File: src/design/lrb_pkg.sv
// lrb_pkg: shared types and constants for the line-dropping log ring buffer
// holds request/response structs, front-to-back queue types and ring sizing
// no dependencies
package lrb_pkg;

	// ring sizing
	localparam int DEPTH   = 4096;
	localparam int ADDR_W  = $clog2(DEPTH);
	localparam int CNT_W   = $clog2(DEPTH + 1);
	localparam int FILL_W  = 13;
	localparam int LEFT_W  = 16;
	localparam int LINES_W = 16;

	// request kinds
	localparam logic KIND_WRITE = 1'b0;
	localparam logic KIND_READ  = 1'b1;

	// byte that closes a log line
	localparam logic [7:0] NEWLINE_BYTE = 8'h0A;
	localparam logic [LINES_W-1:0] LINES_MAX = '1;

	// request payload
	typedef struct packed {
		logic              kind;
		logic [7:0]        byte_in;
		logic [LEFT_W-1:0] bytes_left;
	} req_t;

	// response payload
	typedef struct packed {
		logic [7:0]         byte_out;
		logic               byte_valid;
		logic [LINES_W-1:0] lines_missing;
		logic [FILL_W-1:0]  fill_level;
	} rsp_t;

	// classified request as held in the front queue
	typedef struct packed {
		logic              is_read;
		logic [7:0]        data;
		logic [LEFT_W-1:0] drop_n;
	} cmd_t;

	// queue head as seen by the back end
	typedef struct packed {
		logic valid;
		cmd_t cmd;
	} qhead_t;

	// back end status
	typedef struct packed {
		logic [CNT_W-1:0] count;
		logic             busy;
	} bstat_t;

endpackage

File: src/design/lrb_front.sv
// lrb_front: accepts requests, classifies them and queues them for the back end
// two-entry queue so request intake stalls independently of the back end
// depends on lrb_pkg
module lrb_front (
	input  logic          clk,
	input  logic          arst_n,
	input  logic          req_valid,
	output logic          req_stall,
	input  lrb_pkg::req_t req,
	input  logic          pop,
	output lrb_pkg::qhead_t head
);

	lrb_pkg::cmd_t fifo_q [2];
	logic       wr_ptr_q;
	logic       rd_ptr_q;
	logic [1:0] cnt_q;
	logic       push;
	logic       do_pop;
	lrb_pkg::cmd_t cmd_in;

	// classify: a zero drop count is raised to one; the byte is still stored
	always_comb begin
		cmd_in.is_read = (req.kind == lrb_pkg::KIND_READ);
		cmd_in.data    = req.byte_in;
		cmd_in.drop_n  = (req.bytes_left == '0) ? lrb_pkg::LEFT_W'(1) : req.bytes_left;
	end

	assign req_stall  = (cnt_q == 2'd2);
	assign push       = req_valid && !req_stall;
	assign do_pop     = pop && (cnt_q != 2'd0);
	assign head.valid = (cnt_q != 2'd0);
	assign head.cmd   = fifo_q[rd_ptr_q];

	// queue pointers and fill
	always_ff @(posedge clk or negedge arst_n) begin
		if (!arst_n) begin
			wr_ptr_q <= 1'b0;
			rd_ptr_q <= 1'b0;
			cnt_q    <= 2'd0;
		end else begin
			if (push) begin
				wr_ptr_q <= !wr_ptr_q;
			end
			if (do_pop) begin
				rd_ptr_q <= !rd_ptr_q;
			end
			if (push && !do_pop) begin
				cnt_q <= cnt_q + 2'd1;
			end else if (do_pop && !push) begin
				cnt_q <= cnt_q - 2'd1;
			end
		end
	end

	// queue payload
	always_ff @(posedge clk) begin
		if (push) begin
			fifo_q[wr_ptr_q] <= cmd_in;
		end
	end

endmodule

File: config.mk
export PLATFORM = sky130hd
export DESIGN_NAME = lrb_front
export DESIGN_NICKNAME = d
export VERILOG_FILES = /design/src/design/lrb_pkg.sv /design/src/design/lrb_front.sv
export SDC_FILE = /design/constraint.sdc
export NUM_CORES = 1
export LEC_CHECK = 0
export BUFFER_PORTS_ARGS = -buffer_cell sky130_fd_sc_hd__buf_4
export CAP_MARGIN = 20
export CORE_MARGIN = 1.5
export CORE_UTILIZATION = 54
export CTS_BUF_LIST = sky130_fd_sc_hd__clkbuf_8
export CTS_CLUSTER_DIAMETER = 60
export CTS_CLUSTER_SIZE = 12
export DETAILED_ROUTE_END_ITERATION = 12
export PLACE_DENSITY_LB_ADDON = 0.05
export SETUP_SLACK_MARGIN = 0.2
export SLEW_MARGIN = 10
export SYNTH_ARGS = -nofsm -noshare
export SYNTH_HDL_FRONTEND = slang
export SYNTH_SLANG_ARGS = --single-unit
File: constraint.sdc
create_clock -name clk -period 2.3 [get_ports clk]
set_input_delay 0.115 -clock clk [delete_from_list [all_inputs] [get_ports clk]]
set_output_delay 0.115 -clock clk [all_outputs]
set_load 0.03 [all_outputs]
==> results of run 1 <==
cell type report:
| class | count | area [um^2] |
|---|---|---|
| clock buffers | 5 | 68.8 |
| inverters | 2 | 7.51 |
| multi-input cells | 43 | 482 |
| clock inverters | 3 | 12.5 |
| repair buffers | 82 | 676 |
| fillers | 218 | 863 |
| flip-flops and latches | 54 | 1600 |
| well taps | 48 | 60.1 |
registers in the layout (all words and copies together), names as in the netlist:
register and count:
fifo_q 50, rd_ptr_q 1, wr_ptr_q 1, cnt_q 2
power groups by stage:
stage / Combinational (W) / Clock, W / Sequential [W]
detailed placement: 0.00158 / 0 / 0.00146
floorplan: 0.00120 / 0 / 0.00143
finish: 0.00160 / 0.000486 / 0.00144
global placement: 0.00156 / 0 / 0.00143
global route: 0.00169 / 0.000533 / 0.00146
CTS: 0.00161 / 0.000500 / 0.00144
cells in the mapped netlist (all sizes together), types with 2 or more instances:
master  count  area (um^2)
edfxtp     50         1500
mux2       25          353
clkbuf     15         56.3
dfrtp       4          100
buf         3         51.3
nor4        3         18.8
xnor2       3         26.3
inv         2         7.51
nand2       2         10.0
nor2        2         7.51
xor2        2         17.5
metrics by stage:
| stage | hold slack [ps] | instance area (um^2) | util (%) | worst slack [ps] | cells |
|---|---|---|---|---|---|
| floorplan | -181 | 2200 | - | 205 | 117 |
| global placement | -89.2 | 2590 | 68.6 | 858 | 205 |
| detailed placement | -85.9 | 2590 | 68.6 | 767 | 205 |
| CTS | 0.308 | 2890 | 76.6 | 503 | 235 |
| global route | 5.79 | 2910 | 77.1 | 458 | 237 |
| finish | 12.8 | 2910 | 77.1 | 519 | 237 |
layer usage:
| layer | part of all wire (%) | wire length, um |
|---|---|---|
| met1 | 42 | 1550 |
| met2 | 51 | 1880 |
| met3 | 5.1 | 189 |
| met4 | 2.0 | 74 |
| met5 | 0 | 0 |
how the worst min path moves through the flow:
stage	slack (ps)	startpoint	end
floorplan	-180	arst_n	cnt_q[0]
global placement	-90	arst_n	cnt_q[0]
detailed placement	-90	arst_n	rd_ptr_q
CTS	0.3	req[10]	fifo_q[1][10]
global route	6	req[13]	fifo_q[1][13]
finish	10	req[13]	fifo_q[0][13]
cells by family (layout without fill, tap and decap cells):
logic type               count (synthesis)  count (layout)  synth area share (%)
XOR/XNOR                                 5               5                  1.99
buffers and inverters                   20              92                  5.24
adder cells (fa/ha/maj)                  1               1                 0.570
AO/OA/AOI/OAI                            1               1                 0.456
multiplexers                            25              25                  16.1
AND/OR/NAND/NOR                         11              11                  2.74
flip-flops                              54              54                  72.9
==> run metrics, run 1 <==
drt first pass iters=4; Die Span X=66.8 um; H-tree lvl count=2; synth unique cells=20; WP depth=3; die footprint=4460 um^2; routing usage on met1=22.6%; dpl hpwl=2.34 mm; Die Height=66.8 um; Post-Route Setup TNS=0 ps; Comb power frac=45.5%; antenna violations before repair=0; RR Startpoint=cnt_q[0]; RSZ-0062 raised after global routing=no; post-synthesis cell area=2200 um^2; CP most frequent cell=buf_4; Fin. Hold Viols=0; Synth async-reset ratio=7.41%; cell row count=22; P_sw=0.00125 W; crit-path max cell delay=400 ps; Mapped Cells=117; global route overflow=0; CP Capture Point=head[15]; Final Max Slew Viols=0; synthesized area per cell=18.8 um^2; power per cell area=1210 nW/um^2; ys flop type=edfxtp_1; vias post-DR=1,172; Yosys reg bits=54; Worst Hold Class=in2reg; PortBufs=55; Setup Skew=3.66 ps; worst hold stages=1; Pwr Total=0.00352 W; status=finished, final reports clean; Initial Util=58.2%; type of origin of the critical path=flip-flop; CP cell instances=buf_4 -> mux2_2 -> buf_4; postcts setup bufs=0; Final ANT Viol Nets=0; WP data required=2180 ps; Nets=218; worst-case clock buffer depth=2; largest net degree at the start of global routing=26; Syn-to-layout area delta=32.4%; vias per inst=4.95; Tmin final=1780 ps; FF-to-FF path depth=6; part of the cycle the worst path needs=77.5%; Clk pwr share=13.8%; M3 GR Usage=5.41%; Root Buffer Master=clkbuf_8; CTS sink cnt=54; Static Leak=1.18 nW; Worst Setup SP=rd_ptr_q; Worst-Skew Late Latency=300 ps; Worst Path Buf+Inv=2; cts repair resizes=0; Seq/Total Area, Yosys=72.9%; Internal=0.00227 W; drt initial violations=55; CORE AREA=3770 um^2; CP arrival=1670 ps; Post-Syn Nets=147; GRT met2 Usage=29.9%; max cap viols=0; reg2reg setup slack=770 ps; DRC Markers=0; Final setup viols=0; Post-synth EDFFs=50; total track usage=18.3%; Final Wtd Congestion=0.725; Ys Warns=0; share of cells above drive strength 1=48.1%; cts hold-fix bufs=22; Slew Limit Headroom=71.1%; fmax=0.561 GHz; gr busiest metal=met2; number of global-route vias before repair=1,154; CP Max Fanout=25; Worst VDD drop=1.20 mV; CTS buffer count=5; # IOs=56; Net Sw Frac=35.6%; critical path's top delay family=buffers and inverters; reg2reg end=cnt_q[1]; global-route wire length before repair=5.64 mm; WL/cell=15.6 um; nature of the critical path endpoint=output pin; clk slew on worst S/H paths=90 ps; WS Path Type=reg2out; critical path's slowest cell=buf_4; n_diodes=0; TritonCTS clock tree=done; commonest non-fill, non-tap cell in the layout=buf_4; most frequent cells in the layout=58 x buf_4, 50 x edfxtp_1, 24 x dlygate4sd3_1; Total Wirelength=3.69 mm; sequential share of power=40.7%; Worst-Margin Slew=430 ps
Power figures use the tool's default switching activity.
==> run 2, diff against run 1 <==
CORE_UTILIZATION = 49   (was 54)
clock period = 1.55 ns   (was 2.3 ns; I/O delays follow)
==> run 2 against run 1 <==
First-iteration DRC count down 25%; core utilization decreased by 3.3 points; global-route usage fell by 2.2 points; flip-flop and latch count did not move; count of clock-buffer cells in the layout stayed put; sequential share of layout area fell by 4.9 points; register-to-register slack worse by 590 ps; critical path depth unchanged; hold slack gained 89 ps; via count is 2.6% higher; setup slack got worse by 450 ps; largest cell class unchanged; largest power group unchanged.
==> run metrics, run 2 (synthesized netlist as in run 1, its figures left out) <==
power per cell area=1850 nW/um^2 (+52%); WP data required=1470 ps (-710 ps); worst hold stages=2 (+1); Post-Layout Inst Area=3190 um^2 (+9.8%); area of the multi-input gates=548 um^2 (+14%); Post-Route Setup TNS=0 ps (unchanged); most frequent cells in the layout=50 x edfxtp_1, 38 x buf_4, 25 x dlygate4sd3_1; n_diodes=0 (unchanged); Final setup viols=0 (unchanged); WL/cell=15.6 um (about the same); worst-case clock buffer depth=2 (unchanged); Static Leak=1.30 nW (+9.5%); Largest register FFs=50 (unchanged); Final Wtd Congestion=0.705 (-2.7%); reg2reg end=cnt_q[1]; global-route wire length before repair=5.95 mm (+5.5%); H-tree lvl count=2 (unchanged); Worst Path Buf+Inv=2 (unchanged); PortBufs=55 (unchanged); Initial Util=50.8% (-7.4 points); CTS buffer count=5 (unchanged); DRC Markers=0 (unchanged); global route overflow=0 (unchanged); Largest regs=fifo_q x50, cnt_q x2; critical path's slowest cell=dfrtp_2; # IOs=56 (unchanged); Worst VDD drop=1.29 mV (+7.6%); Fin. Hold Viols=0 (unchanged); Worst-Skew Late Latency=300 ps (about the same); CORE AREA=4320 um^2 (+15%); antenna violations before repair=0 (unchanged); # fillers=289 (+33%); number of global-route vias before repair=1,255 (+8.8%); drt first pass iters=4 (unchanged); Tmin final=1480 ps; fmax=0.675 GHz; CP arrival=1400 ps (-270 ps); RSZ-0062 raised after global routing=yes; cell row count=24 (+9.1%); Setup Skew=4.61 ps (+0.947 ps); largest net degree at the start of global routing=26 (unchanged); CTS sink cnt=54 (unchanged); WS Path Type=reg2out; FF/Latch Area=1600 um^2 (about the same); vias per inst=4.83 (-2.3%); FF-to-FF path depth=6 (unchanged); Die Height=69.9 um (+4.7%); Worst-Margin Slew=327 ps (-103 ps); Nets=226 (+3.7%); clk slew on worst S/H paths=90 ps (about the same); hold path start=req[0]; TritonCTS clock tree=done; type of origin of the critical path=flip-flop; RR Startpoint=cnt_q[1]; drt initial violations=41 (-25%); total track usage=16.1% (-2.2 points); placed cell area=2680 um^2 (+3.4%); Pwr Total=0.00589 W (+67%); status=finished, final reports clean; Final Max Slew Viols=0 (unchanged); Syn-to-layout area delta=45.4%; die footprint=4890 um^2 (+9.7%); worst hold endpoint=fifo_q[1][0]; vias post-DR=1,203 (+2.6%); Worst Hold Class=in2reg; CP Max Fanout=10 (-60%); commonest non-fill, non-tap cell in the layout=edfxtp_1; reg2reg setup slack=180 ps (-590 ps); Slew Limit Headroom=78.0% (+6.9 points); Final ANT Viol Nets=0 (unchanged); part of the cycle the worst path needs=95.6%; Root Buffer Master=clkbuf_8; CP cell instances=clkbuf_16 -> mux2_4 -> buf_6; Total Wirelength=3.87 mm (+5.0%); critical path's top delay family=flip-flops; share of cells above drive strength 1=54.8% (+6.7 points); max cap viols=0 (unchanged); register name with the most flops=fifo_q; dpl hpwl=2.36 mm (+1.2%); nature of the critical path endpoint=output pin; Die Span X=69.9 um (+4.7%); crit-path max cell delay=460 ps (+60 ps)
-- run 2: how the worst max path moves through the flow --
stage                         from      endpoint  slack [ps]  depth (start not counted)
final                     rd_ptr_q       head[5]          70                          3
after global routing      rd_ptr_q       head[5]          30                          3
after CTS                 rd_ptr_q      head[15]           4                          3
after detailed placement  cnt_q[0]      cnt_q[1]         150                          7
after global placement    cnt_q[0]      cnt_q[1]         200                          7
after floorplan           cnt_q[0]  fifo_q[0][0]         150                          3
-- run 2: layout make-up --
class | count | share of cell area, %
Tap cell | 52 | 2.04
Clock buffer | 5 | 2.16
Sequential cell | 54 | 50.2
Timing Repair Buffer | 90 | 27.6
Inverter | 2 | 0.314
Multi-Input combinational cell | 43 | 17.2
Clock inverter | 3 | 0.549
-- run 2: what timing repair did --
| action | 4_1_cts | 5_1_grt |
|---|---|---|
| buffers inserted | 2 | 3 |
| setup endpoints to repair | 26 | 26 |
| cloned | 0 | 1 |
| gates resized for setup | 1 | 31 |
| hold endpoints to repair | 52 | 0 |
| pin swaps | 2 | 8 |
| hold buffers | 25 | 0 |
-- run 2: layer usage --
metal | up-vias | GRT usage [%] | wire length [um]
li1 | 579 | - | -
met5 | - | 0 | 0
met4 | 0 | 4.49 | 17
met2 | 36 | 26.0 | 2030
met1 | 586 | 20.4 | 1630
met3 | 2 | 6.06 | 190
-- run 2: through the flow --
step                hold slack (ps)  utilization [%]  std cells  worst slack (ps)
finish                          102             73.8        249              68.9
global route                   89.3             73.8        249              26.2
CTS                            57.9             70.1        245              3.72
detailed placement             -124             61.9        210               148
global placement               -124             61.9        210               195
floorplan                      -218                -        117               150
-- run 2: where the power goes --
| group | leakage [nW] | internal [W] | switching, W |
|---|---|---|---|
| combinational | 0.737 | 0.00154 | 0.00147 |
| sequential | 0.510 | 0.00200 | 0.000140 |
| clock | 0.0493 | 0.000313 | 0.000431 |
